--- src/hdl/mips_integer_execute_unit_macros.svh ---
// Assertion helpers included by the execute unit top level.
`ifndef MIPS_INTEGER_EXECUTE_UNIT_MACROS_SVH
`define MIPS_INTEGER_EXECUTE_UNIT_MACROS_SVH

// Same-cycle implication, sampled on the rising clock edge, ignored during reset.
`define MIEU_ASSERT_NOW(label, ante, cons, msg) \
   label: assert property (@(posedge clock) disable iff (reset) (ante) |-> (cons)) \
      else $error(msg);

// Next-cycle implication.
`define MIEU_ASSERT_NEXT(label, ante, cons, msg) \
   label: assert property (@(posedge clock) disable iff (reset) (ante) |=> (cons)) \
      else $error(msg);

`endif

--- src/hdl/mieu_pkg.sv ---
// ----------------------------------------------------------------------------
// mieu_pkg
// Types and constants shared by the MIPS32 integer execute unit.
// ----------------------------------------------------------------------------
`default_nettype none
package mieu_pkg;

   typedef enum logic [4:0] {
      OP_ADDI  = 5'd0,  OP_BEQ  = 5'd1,  OP_BNE  = 5'd2,  OP_BLTZ = 5'd3,
      OP_BGEZ  = 5'd4,  OP_SLTI = 5'd5,  OP_SLTIU = 5'd6, OP_ANDI = 5'd7,
      OP_ORI   = 5'd8,  OP_XORI = 5'd9,  OP_J    = 5'd10, OP_JAL  = 5'd11,
      OP_ADD   = 5'd12, OP_SUB  = 5'd13, OP_MULT = 5'd14, OP_DIV  = 5'd15,
      OP_AND   = 5'd16, OP_OR   = 5'd17, OP_XOR  = 5'd18, OP_NOR  = 5'd19,
      OP_SLT   = 5'd20, OP_JR   = 5'd21, OP_SLL  = 5'd22, OP_SRL  = 5'd23,
      OP_SRA   = 5'd24, OP_MFHI = 5'd25, OP_MFLO = 5'd26, OP_MUL  = 5'd27,
      OP_MTHI  = 5'd28, OP_MTLO = 5'd29, OP_SEXT = 5'd30, OP_NONE = 5'd31
   } opcode_type;

   localparam logic [31:0] SEGMENT_MASK = 32'hf000_0000;
   localparam logic [31:0] SIGN_BIT     = 32'h8000_0000;

   typedef struct packed {
      logic [31:0] result_value;
      logic        write_result;
      logic        link_write;
      logic [31:0] next_pc;
      logic        divide_by_zero;
   } rsp_payload_type;

   typedef struct packed {
      logic        start;
      logic        is_div;
      logic [31:0] rs_value;
      logic [31:0] rt_value;
   } md_req_type;

   typedef struct packed {
      logic        done;
      logic [31:0] hi;
      logic [31:0] lo;
   } md_rsp_type;

endpackage
`default_nettype wire

--- src/hdl/mieu_req_if.sv ---
// ----------------------------------------------------------------------------
// mieu_req_if
// Instruction channel into the execute unit.
// ----------------------------------------------------------------------------
`default_nettype none
interface mieu_req_if;
   logic               valid;
   logic               ready;
   logic [4:0]         opcode;
   logic [31:0]        rs_value;
   logic [31:0]        rt_value;
   logic signed [15:0] immediate;
   logic [4:0]         shift_amount;
   logic [25:0]        jump_target;
   logic [31:0]        pc;
   logic               rotate_select;
   logic               extend_byte;

   modport source (output valid, opcode, rs_value, rt_value, immediate, shift_amount,
                   jump_target, pc, rotate_select, extend_byte, input ready);
   modport sink   (input valid, opcode, rs_value, rt_value, immediate, shift_amount,
                   jump_target, pc, rotate_select, extend_byte, output ready);
endinterface
`default_nettype wire

--- src/hdl/mieu_rsp_if.sv ---
// ----------------------------------------------------------------------------
// mieu_rsp_if
// Result channel out of the execute unit.
// ----------------------------------------------------------------------------
`default_nettype none
interface mieu_rsp_if;
   logic        valid;
   logic        ready;
   logic [31:0] result_value;
   logic        write_result;
   logic        link_write;
   logic [31:0] next_pc;
   logic        divide_by_zero;

   modport source (output valid, result_value, write_result, link_write, next_pc,
                   divide_by_zero, input ready);
   modport sink   (input valid, result_value, write_result, link_write, next_pc,
                   divide_by_zero, output ready);
endinterface
`default_nettype wire

--- src/hdl/mieu_alu.sv ---
// ----------------------------------------------------------------------------
// mieu_alu
// Combinational operations: arithmetic, logic, shifts, compares, branches, jumps, HI/LO reads and sign extension.
// ----------------------------------------------------------------------------
`default_nettype none
module mieu_alu (
   input  wire logic [4:0]         opcode,
   input  wire logic [31:0]        rs_value,
   input  wire logic [31:0]        rt_value,
   input  wire logic signed [15:0] immediate,
   input  wire logic [4:0]         shift_amount,
   input  wire logic [25:0]        jump_target,
   input  wire logic [31:0]        pc,
   input  wire logic               rotate_select,
   input  wire logic               extend_byte,
   input  wire logic [31:0]        hi_value,
   input  wire logic [31:0]        lo_value,
   output mieu_pkg::rsp_payload_type result
);
   import mieu_pkg::*;

   logic [31:0] simm;
   logic [31:0] zimm;
   logic [31:0] branch_pc;
   logic [31:0] jump_pc;
   logic [63:0] rot_word;
   opcode_type  op;

   assign simm      = {{16{immediate[15]}}, immediate};
   assign zimm      = {16'h0000, immediate};
   assign branch_pc = pc + {simm[29:0], 2'b00};
   assign jump_pc   = (pc & SEGMENT_MASK) | {4'h0, jump_target, 2'b00};
   assign rot_word  = {rt_value, rt_value} >> shift_amount;
   assign op        = opcode_type'(opcode);

   always_comb begin
      result = '0;
      result.next_pc = pc;
      case (op)
         OP_ADDI:  begin result.result_value = rs_value + simm; result.write_result = 1'b1; end
         OP_BEQ:   if (rs_value == rt_value) result.next_pc = branch_pc;
         OP_BNE:   if (rs_value != rt_value) result.next_pc = branch_pc;
         OP_BLTZ:  if (rs_value[31]) result.next_pc = branch_pc;
         OP_BGEZ:  if (!rs_value[31]) result.next_pc = branch_pc;
         OP_SLTI: begin
            result.result_value = {31'd0, $signed(rs_value) < $signed(simm)};
            result.write_result = 1'b1;
         end
         OP_SLTIU: begin
            result.result_value = {31'd0, rs_value < simm};
            result.write_result = 1'b1;
         end
         OP_ANDI:  begin result.result_value = rs_value & zimm; result.write_result = 1'b1; end
         OP_ORI:   begin result.result_value = rs_value | zimm; result.write_result = 1'b1; end
         OP_XORI:  begin result.result_value = rs_value ^ zimm; result.write_result = 1'b1; end
         OP_J:     result.next_pc = jump_pc;
         OP_JAL: begin
            result.result_value = pc;
            result.link_write   = 1'b1;
            result.next_pc      = jump_pc;
         end
         OP_ADD:   begin result.result_value = rs_value + rt_value; result.write_result = 1'b1; end
         OP_SUB:   begin result.result_value = rs_value - rt_value; result.write_result = 1'b1; end
         OP_DIV:   result.divide_by_zero = (rt_value == 32'd0);
         OP_AND:   begin result.result_value = rs_value & rt_value; result.write_result = 1'b1; end
         OP_OR:    begin result.result_value = rs_value | rt_value; result.write_result = 1'b1; end
         OP_XOR:   begin result.result_value = rs_value ^ rt_value; result.write_result = 1'b1; end
         OP_NOR: begin
            result.result_value = ~(rs_value | rt_value);
            result.write_result = 1'b1;
         end
         OP_SLT: begin
            result.result_value = {31'd0, $signed(rs_value) < $signed(rt_value)};
            result.write_result = 1'b1;
         end
         OP_JR:    result.next_pc = rs_value;
         OP_SLL: begin
            result.result_value = rt_value << shift_amount;
            result.write_result = 1'b1;
         end
         OP_SRL: begin
            result.result_value = rotate_select ? rot_word[31:0] : rt_value >> shift_amount;
            result.write_result = 1'b1;
         end
         OP_SRA: begin
            result.result_value = $unsigned($signed(rt_value) >>> shift_amount);
            result.write_result = 1'b1;
         end
         OP_MFHI:  begin result.result_value = hi_value; result.write_result = 1'b1; end
         OP_MFLO:  begin result.result_value = lo_value; result.write_result = 1'b1; end
         OP_SEXT: begin
            result.result_value = extend_byte ? {{24{rt_value[7]}}, rt_value[7:0]}
                                              : {{16{rt_value[15]}}, rt_value[15:0]};
            result.write_result = 1'b1;
         end
         default: ;
      endcase
   end
endmodule
`default_nettype wire

--- src/hdl/mieu_muldiv.sv ---
// ----------------------------------------------------------------------------
// mieu_muldiv
// Iterative signed multiply and divide on one shared 34-bit adder.
// ----------------------------------------------------------------------------
`default_nettype none
module mieu_muldiv (
   input  wire logic                clock,
   input  wire logic                reset,
   input  wire mieu_pkg::md_req_type req,
   output mieu_pkg::md_rsp_type     rsp
);
   import mieu_pkg::*;

   typedef enum logic [2:0] {
      MD_IDLE = 3'b001,
      MD_RUN  = 3'b010,
      MD_FIX  = 3'b100
   } md_state_type;

   md_state_type state_ff, state_in;
   logic [4:0]   count_ff, count_in;
   logic         is_div_ff, is_div_in;
   logic         rs_neg_ff, rs_neg_in;
   logic         rt_neg_ff, rt_neg_in;
   logic [31:0]  upper_ff, upper_in;
   logic [31:0]  lower_ff, lower_in;
   logic [31:0]  operand_ff, operand_in;
   logic         done_ff, done_in;
   logic [31:0]  hi_ff, hi_in;
   logic [31:0]  lo_ff, lo_in;

   logic [32:0]  add_x;
   logic [31:0]  add_y;
   logic [33:0]  add_sum;
   logic [32:0]  shifted;
   logic [31:0]  rs_mag;
   logic [31:0]  rt_mag;
   logic [63:0]  product;

   assign rs_mag  = req.rs_value[31] ? 32'd0 - req.rs_value : req.rs_value;
   assign rt_mag  = req.rt_value[31] ? 32'd0 - req.rt_value : req.rt_value;
   assign shifted = {upper_ff, lower_ff[31]};
   assign product = {upper_ff, lower_ff};

   // The shared adder: add for multiply steps, subtract for divide steps.
   always_comb begin
      if (is_div_ff) begin
         add_x = shifted;
         add_y = operand_ff;
      end else begin
         add_x = {1'b0, upper_ff};
         add_y = lower_ff[0] ? operand_ff : 32'd0;
      end
      add_sum = {1'b0, add_x} + (is_div_ff ? ~{2'b00, add_y} + 34'd1 : {2'b00, add_y});
   end

   always_comb begin
      state_in   = state_ff;
      count_in   = count_ff;
      is_div_in  = is_div_ff;
      rs_neg_in  = rs_neg_ff;
      rt_neg_in  = rt_neg_ff;
      upper_in   = upper_ff;
      lower_in   = lower_ff;
      operand_in = operand_ff;
      done_in    = 1'b0;
      hi_in      = hi_ff;
      lo_in      = lo_ff;
      case (state_ff)
         MD_IDLE: if (req.start) begin
            state_in   = MD_RUN;
            count_in   = '1;
            is_div_in  = req.is_div;
            rs_neg_in  = req.rs_value[31];
            rt_neg_in  = req.rt_value[31];
            upper_in   = '0;
            lower_in   = req.is_div ? rs_mag : rt_mag;
            operand_in = req.is_div ? rt_mag : rs_mag;
         end
         MD_RUN: begin
            if (is_div_ff) begin
               if (!add_sum[33]) begin
                  upper_in = add_sum[31:0];
               end else begin
                  upper_in = shifted[31:0];
               end
               lower_in = {lower_ff[30:0], ~add_sum[33]};
            end else begin
               upper_in = add_sum[32:1];
               lower_in = {add_sum[0], lower_ff[31:1]};
            end
            count_in = count_ff - 5'd1;
            if (count_ff == 5'd0) state_in = MD_FIX;
         end
         MD_FIX: begin
            if (is_div_ff) begin
               lo_in = (rs_neg_ff ^ rt_neg_ff) ? 32'd0 - lower_ff : lower_ff;
               hi_in = rs_neg_ff ? 32'd0 - upper_ff : upper_ff;
            end else begin
               {hi_in, lo_in} = (rs_neg_ff ^ rt_neg_ff) ? 64'd0 - product : product;
            end
            done_in  = 1'b1;
            state_in = MD_IDLE;
         end
         default: state_in = MD_IDLE;
      endcase
   end

   always_ff @(posedge clock) begin
      if (reset) begin
         state_ff <= MD_IDLE;
         done_ff  <= 1'b0;
      end else begin
         state_ff <= state_in;
         done_ff  <= done_in;
      end
      count_ff   <= count_in;
      is_div_ff  <= is_div_in;
      rs_neg_ff  <= rs_neg_in;
      rt_neg_ff  <= rt_neg_in;
      upper_ff   <= upper_in;
      lower_ff   <= lower_in;
      operand_ff <= operand_in;
      hi_ff      <= hi_in;
      lo_ff      <= lo_in;
   end

   assign rsp.done = done_ff;
   assign rsp.hi   = hi_ff;
   assign rsp.lo   = lo_ff;
endmodule
`default_nettype wire

--- src/hdl/mips_integer_execute_unit.sv ---
// Multiply (mult, mul) and divide with a nonzero divisor go from transfer to
// result through one load, 32 steps of the shared adder, one sign fix and one
// result load, and hold off the next transfer until their result is loaded.
// Other work: one instruction per cycle while the result side does not stall.
// Reset clears HI, LO, the sequencer and the result valid flag.
// ----------------------------------------------------------------------------
// mips_integer_execute_unit
// MIPS32 integer execute stage with HI/LO and an iterative multiply/divide.
// ----------------------------------------------------------------------------
`default_nettype none
module mips_integer_execute_unit (
   input  wire logic   clock,
   input  wire logic   reset,
   mieu_req_if.sink    req_channel,
   mieu_rsp_if.source  rsp_channel
);
   import mieu_pkg::*;
   `include "mips_integer_execute_unit_macros.svh"

   typedef enum logic [1:0] {
      ST_IDLE = 2'b01,
      ST_WAIT = 2'b10
   } state_type;

   state_type       state_ff, state_in;
   logic [31:0]     hi_ff, hi_in;
   logic [31:0]     lo_ff, lo_in;
   rsp_payload_type rsp_ff, rsp_in;
   logic            rsp_valid_ff, rsp_valid_in;
   logic            is_mul_ff, is_mul_in;
   logic            keep_hilo_ff, keep_hilo_in;
   logic [31:0]     pend_pc_ff, pend_pc_in;

   rsp_payload_type alu_result;
   md_req_type      md_req;
   md_rsp_type      md_rsp;
   opcode_type      op;
   logic            accept;
   logic            long_op;
   logic            out_free;

   assign op       = opcode_type'(req_channel.opcode);
   assign out_free = !rsp_valid_ff || rsp_channel.ready;
   assign req_channel.ready = (state_ff == ST_IDLE) && out_free;
   assign accept   = req_channel.valid && req_channel.ready;
   assign long_op  = (op == OP_MULT) || (op == OP_MUL)
                  || ((op == OP_DIV) && (req_channel.rt_value != 32'd0));

   mieu_alu u_alu (
      .opcode        (req_channel.opcode),
      .rs_value      (req_channel.rs_value),
      .rt_value      (req_channel.rt_value),
      .immediate     (req_channel.immediate),
      .shift_amount  (req_channel.shift_amount),
      .jump_target   (req_channel.jump_target),
      .pc            (req_channel.pc),
      .rotate_select (req_channel.rotate_select),
      .extend_byte   (req_channel.extend_byte),
      .hi_value      (hi_ff),
      .lo_value      (lo_ff),
      .result        (alu_result)
   );

   assign md_req.start    = accept && long_op;
   assign md_req.is_div   = (op == OP_DIV);
   assign md_req.rs_value = req_channel.rs_value;
   assign md_req.rt_value = req_channel.rt_value;

   mieu_muldiv u_muldiv (
      .clock (clock),
      .reset (reset),
      .req   (md_req),
      .rsp   (md_rsp)
   );

   always_comb begin
      state_in     = state_ff;
      hi_in        = hi_ff;
      lo_in        = lo_ff;
      rsp_in       = rsp_ff;
      rsp_valid_in = rsp_valid_ff && !rsp_channel.ready;
      is_mul_in    = is_mul_ff;
      keep_hilo_in = keep_hilo_ff;
      pend_pc_in   = pend_pc_ff;
      case (state_ff)
         ST_IDLE: if (accept) begin
            if (long_op) begin
               state_in     = ST_WAIT;
               is_mul_in    = (op == OP_MUL);
               keep_hilo_in = (op == OP_MUL);
               pend_pc_in   = req_channel.pc;
            end else begin
               rsp_in       = alu_result;
               rsp_valid_in = 1'b1;
               if (op == OP_MTHI) hi_in = req_channel.rs_value;
               if (op == OP_MTLO) lo_in = req_channel.rs_value;
            end
         end
         ST_WAIT: if (md_rsp.done) begin
            // The output register is empty here: no transfer was taken while waiting.
            state_in                = ST_IDLE;
            rsp_in                  = '0;
            rsp_in.next_pc          = pend_pc_ff;
            rsp_in.write_result     = is_mul_ff;
            rsp_in.result_value     = is_mul_ff ? md_rsp.lo : 32'd0;
            rsp_valid_in            = 1'b1;
            if (!keep_hilo_ff) begin
               hi_in = md_rsp.hi;
               lo_in = md_rsp.lo;
            end
         end
         default: state_in = ST_IDLE;
      endcase
   end

   always_ff @(posedge clock) begin
      if (reset) begin
         state_ff     <= ST_IDLE;
         hi_ff        <= '0;
         lo_ff        <= '0;
         rsp_valid_ff <= 1'b0;
      end else begin
         state_ff     <= state_in;
         hi_ff        <= hi_in;
         lo_ff        <= lo_in;
         rsp_valid_ff <= rsp_valid_in;
      end
      rsp_ff       <= rsp_in;
      is_mul_ff    <= is_mul_in;
      keep_hilo_ff <= keep_hilo_in;
      pend_pc_ff   <= pend_pc_in;
   end

   assign rsp_channel.valid          = rsp_valid_ff;
   assign rsp_channel.result_value   = rsp_ff.result_value;
   assign rsp_channel.write_result   = rsp_ff.write_result;
   assign rsp_channel.link_write     = rsp_ff.link_write;
   assign rsp_channel.next_pc        = rsp_ff.next_pc;
   assign rsp_channel.divide_by_zero = rsp_ff.divide_by_zero;

   `MIEU_ASSERT_NEXT(a_long_op_waits, md_req.start, state_ff == ST_WAIT,
      "multiply or divide did not enter the wait state")
   `MIEU_ASSERT_NOW(a_done_only_waiting, md_rsp.done, state_ff == ST_WAIT && !rsp_valid_ff,
      "multiply/divide finished while not waiting or with the output register full")
   `MIEU_ASSERT_NOW(a_dz_writes_nothing, rsp_valid_ff && rsp_ff.divide_by_zero,
      !rsp_ff.write_result && !rsp_ff.link_write,
      "divide by zero result carries a register write")
endmodule
`default_nettype wire

--- src/flat_wrapper.sv ---
// flat-port wrapper written by rule: the top's interface ports become plain ports
module mips_integer_execute_unit_flat import mieu_pkg::*;
  (clock, reset, req_channel_valid, req_channel_opcode, req_channel_rs_value, req_channel_rt_value, req_channel_immediate, req_channel_shift_amount, req_channel_jump_target, req_channel_pc, req_channel_rotate_select, req_channel_extend_byte, req_channel_ready, rsp_channel_valid, rsp_channel_result_value, rsp_channel_write_result, rsp_channel_link_write, rsp_channel_next_pc, rsp_channel_divide_by_zero, rsp_channel_ready);
  mieu_req_if req_channel_i ();
  mieu_rsp_if rsp_channel_i ();
  input  wire logic clock;
  input  wire logic reset;
  input wire logic [$bits(req_channel_i.valid)-1:0] req_channel_valid;
  input wire logic [$bits(req_channel_i.opcode)-1:0] req_channel_opcode;
  input wire logic [$bits(req_channel_i.rs_value)-1:0] req_channel_rs_value;
  input wire logic [$bits(req_channel_i.rt_value)-1:0] req_channel_rt_value;
  input wire logic [$bits(req_channel_i.immediate)-1:0] req_channel_immediate;
  input wire logic [$bits(req_channel_i.shift_amount)-1:0] req_channel_shift_amount;
  input wire logic [$bits(req_channel_i.jump_target)-1:0] req_channel_jump_target;
  input wire logic [$bits(req_channel_i.pc)-1:0] req_channel_pc;
  input wire logic [$bits(req_channel_i.rotate_select)-1:0] req_channel_rotate_select;
  input wire logic [$bits(req_channel_i.extend_byte)-1:0] req_channel_extend_byte;
  output wire logic [$bits(req_channel_i.ready)-1:0] req_channel_ready;
  output wire logic [$bits(rsp_channel_i.valid)-1:0] rsp_channel_valid;
  output wire logic [$bits(rsp_channel_i.result_value)-1:0] rsp_channel_result_value;
  output wire logic [$bits(rsp_channel_i.write_result)-1:0] rsp_channel_write_result;
  output wire logic [$bits(rsp_channel_i.link_write)-1:0] rsp_channel_link_write;
  output wire logic [$bits(rsp_channel_i.next_pc)-1:0] rsp_channel_next_pc;
  output wire logic [$bits(rsp_channel_i.divide_by_zero)-1:0] rsp_channel_divide_by_zero;
  input wire logic [$bits(rsp_channel_i.ready)-1:0] rsp_channel_ready;
  assign req_channel_i.valid = req_channel_valid;
  assign req_channel_i.opcode = req_channel_opcode;
  assign req_channel_i.rs_value = req_channel_rs_value;
  assign req_channel_i.rt_value = req_channel_rt_value;
  assign req_channel_i.immediate = req_channel_immediate;
  assign req_channel_i.shift_amount = req_channel_shift_amount;
  assign req_channel_i.jump_target = req_channel_jump_target;
  assign req_channel_i.pc = req_channel_pc;
  assign req_channel_i.rotate_select = req_channel_rotate_select;
  assign req_channel_i.extend_byte = req_channel_extend_byte;
  assign req_channel_ready = req_channel_i.ready;
  assign rsp_channel_valid = rsp_channel_i.valid;
  assign rsp_channel_result_value = rsp_channel_i.result_value;
  assign rsp_channel_write_result = rsp_channel_i.write_result;
  assign rsp_channel_link_write = rsp_channel_i.link_write;
  assign rsp_channel_next_pc = rsp_channel_i.next_pc;
  assign rsp_channel_divide_by_zero = rsp_channel_i.divide_by_zero;
  assign rsp_channel_i.ready = rsp_channel_ready;
  mips_integer_execute_unit u_core (.clock(clock), .reset(reset), .req_channel(req_channel_i), .rsp_channel(rsp_channel_i));
endmodule
--- config.mk ---
export PLATFORM = sky130hd
export DESIGN_NAME = mips_integer_execute_unit_flat
export DESIGN_NICKNAME = d
export VERILOG_FILES = /design/src/hdl/mieu_pkg.sv /design/src/hdl/mieu_req_if.sv /design/src/hdl/mieu_rsp_if.sv /design/src/hdl/mieu_alu.sv /design/src/hdl/mieu_muldiv.sv /design/src/hdl/mips_integer_execute_unit.sv /design/src/flat_wrapper.sv
export VERILOG_INCLUDE_DIRS = /design/src /design/src/hdl
export SDC_FILE = /design/constraint.sdc
export NUM_CORES = 2
export LEC_CHECK = 0
export BUFFER_PORTS_ARGS = -buffer_cell sky130_fd_sc_hd__buf_2
export CAP_MARGIN = 40
export CELL_PAD_IN_SITES_DETAIL_PLACEMENT = 1
export CELL_PAD_IN_SITES_GLOBAL_PLACEMENT = 1
export CORE_MARGIN = 1
export CORE_UTILIZATION = 48
export CTS_CLUSTER_SIZE = 24
export DETAILED_ROUTE_END_ITERATION = 12
export HOLD_SLACK_MARGIN = 0.03
export PLACE_DENSITY_LB_ADDON = 0.1
export RECOVER_POWER = 100
export SKIP_CTS_REPAIR_TIMING = 1
export SLEW_MARGIN = 5
export SYNTH_ARGS = -nofsm -noshare
export SYNTH_HDL_FRONTEND = slang
export SYNTH_SLANG_ARGS = --single-unit
export TNS_END_PERCENT = 1
--- constraint.sdc ---
create_clock -name clock -period 12.8 [get_ports clock]
set_input_delay 1.28 -clock clock [delete_from_list [all_inputs] [get_ports clock]]
set_output_delay 1.28 -clock clock [all_outputs]
set_load 0.005 [all_outputs]
==> run metrics <==
outcome finished, violations left; failing checks capacitance limit, slew limit; worst vdd ir 0.00009554 V; synth top area cells edfxtp_1 (23%), ha_1 (9.3%), a21oi_1 (6.0%); post-route ant nets 0; Syn Nets 4624; Syn. warnings 0; register area share after synthesis 27.01%; cells after synthesis 4204; htree depth 2; Port-buffer cells 222; Pins Over Slew Limit 519; Vias/cell 7.044; HPWL Detailed 136000 µm; ys async rst share 0%; largest net degree at the start of global routing 161; #FFs+latches synth 339; final setup vio count 0; Initial Util 48.80%; Tot GR Track Use 47.17%; die width 272.3 µm; Bufs on Longest Clock Path 3; most frequent cells in the layout a21oi_1 (420), nor2_1 (390), nand2_1 (372); fill cell count 8762; Root Buffer clkbuf_16; final hold viol count 0; min Tclk post-route 9384 ps; r2r worst-path depth 25; Fin Setup TNS 0 ps; Layout area overhead 9.299%; Total Nets Final 4707; Iter 0 DRT Violations 4790; slew margin rel. -160.7%; Worst Max-Slew Pin Slew 3911 ps; Critical Path RT 13070 ps; die height 272.3 µm; router iterations before antenna repair 6; I/O pins 223; crit-path max FO 67; RSZ-0062 raised after global routing false; DRC 0; Yosys top cell area share 22.95%; GP Congestion 1.110; DR vias 37.17k; vias in the first global route 36.49k; Min-Delay Path Depth 1; Power per Cell Area 97.15 nW/µm²; most common cell after layout, fill and taps aside a21oi_1; Main synth FF type edfxtp_1; fmax 0.1066 GHz; clk sinks 339; area occupied by multi-input gates 23740 µm²; post-synthesis instance area 35060 µm²; share of layout cells above drive strength 1 11.09%; # Max-Cap Violations 12; number of distinct library cells after synthesis 94; Hold WC Path Type reg2reg; initial antenna violation count 6; critical path class in2reg; total leakage power 14.82 nW; # rows 98; WHS 502.5 ps; skew final 41.04 ps; fin crit share 73.31%; CTS Buf Count 43; CORE AREA 71850 µm²; leading area contributor after synthesis edfxtp_1; CP endpoint kind flip-flop; Routed WL 179400 µm; Post-synth EDFFs 268; Reg clk slew, reported paths 60 ps; first-pass GRT wire length 256600 µm; Syn Area/Cell 8.340 µm²; clk_lat worst skew 650 ps; register area 9469 µm²; Routed wire per std cell 34.01 µm; GR Overflow Total 0; Setup crit start kind input pin; Crit path arrival time 9660 ps; die area 74130 µm²; CTS tree built
## power by group
group | total [W] | internal (W) | switching (W)
sequential | 0.00127 | 0.00124 | 0.0000327
clock | 0.00133 | 0.000759 | 0.000573
combinational | 0.00112 | 0.000369 | 0.000748
## cells by family (layout without fill, tap and decap cells)
group	after synthesis	in the layout	synth area share, %
XOR/XNOR	252	252	6.295
flip-flops	339	339	27.01
multiplexers	257	257	9.071
AO/OA/AOI/OAI	1443	1443	27.37
adder cells (fa/ha/maj)	266	266	9.578
AND/OR/NAND/NOR	1186	1186	15.47
buffers and inverters	461	578	5.210
other	0	6	0
## worst paths after layout
kind / start / slack [ps] / endpoint
worst max-delay path: req_channel_opcode[4] / 3420 / u_core.rsp_channel.next_pc[1]
worst min-delay path: u_core.state_ff[0] / 500 / u_core.state_ff[0]
worst max register to register: u_core.u_muldiv.is_div_ff / 4140 / u_core.u_muldiv.lower_ff[0]
worst min register to register: u_core.state_ff[0] / 500 / u_core.state_ff[0]
## registers in the layout (all words and copies together), names as in the netlist
register / flops
u_core.u_muldiv.lo_ff: 32
u_core.u_muldiv.rs_neg_ff: 1
u_core.hi_ff: 32
u_core.u_muldiv.count_ff: 5
u_core.u_muldiv.is_div_ff: 1
u_core.is_mul_ff: 1
u_core.pend_pc_ff: 32
u_core.rsp_channel.next_pc: 32
u_core.rsp_channel.write_result: 1
u_core.u_muldiv.lower_ff: 32
u_core.u_muldiv.state_ff: 3
u_core.u_muldiv.operand_ff: 32
u_core.rsp_channel.link_write: 1
u_core.rsp_channel.valid: 1
u_core.u_muldiv.done_ff: 1
u_core.rsp_channel.divide_by_zero: 1
u_core.state_ff: 2
u_core.lo_ff: 32
u_core.rsp_channel.result_value: 32
u_core.u_muldiv.rt_neg_ff: 1
u_core.u_muldiv.upper_ff: 32
u_core.u_muldiv.hi_ff: 32
## worst max-delay path, cell delays in order
cell and delay (ps):
clkbuf_1 400, nand2b_1 450, or2_0 1190, clkinv_1 300, clkbuf_1 2640, a211oi_1 560, o21ai_0 1220, clkinv_2 890
buf_4 570
## final cells by class
| cell class | count | area share [%] |
|---|---|---|
| sequential | 339 | 24.71 |
| tap | 950 | 3.102 |
| multi-input combinational | 3404 | 61.93 |
| clock inverter | 18 | 0.6791 |
| timing repair buffer | 317 | 4.554 |
| clock buffer | 61 | 3.196 |
| inverter | 182 | 1.786 |
| antenna | 6 | 0.03918 |
## stage by stage
step           instances  total power (W)  utilization, %  cell area [µm²]  setup slack, ps
2_1_floorplan       4204         0.001939               -            35060             2905
3_5_place_dp        5190         0.002361           51.67            37130             5978
5_1_grt             5271         0.003803           53.31            38310             3182
3_3_place_gp        5173         0.002341           51.38            36920             6183
6_report            5277         0.003723           53.33            38320             3416
4_1_cts             5269         0.003679           53.74            38610             5837
## metal layers
metal | track usage (%) | part of all wire (%)
met5 | 0 | 0.011
met4 | 29.48 | 7.4
met3 | 12.82 | 11
met2 | 72.09 | 43
met1 | 58.85 | 38
## cells in the mapped netlist (all sizes together), types with 27 or more instances
cell type / count
a21oi: 421
nor2: 401
nand2: 372
o21ai: 333
edfxtp: 268
ha: 262
clkbuf: 228
inv: 180
xnor2: 180
mux2i: 158
a211oi: 112
nand3: 94
a21o: 82
a221oi: 74
xor2: 72
dfxtp: 71
nor3: 68
mux2: 56
buf: 51
o31ai: 47
o211ai: 44
mux4: 43
nand2b: 33
a31oi: 31
a221o: 30
o21a: 30
o21bai: 30
nand4: 27
nor4: 27
Power figures use the tool's default switching activity.
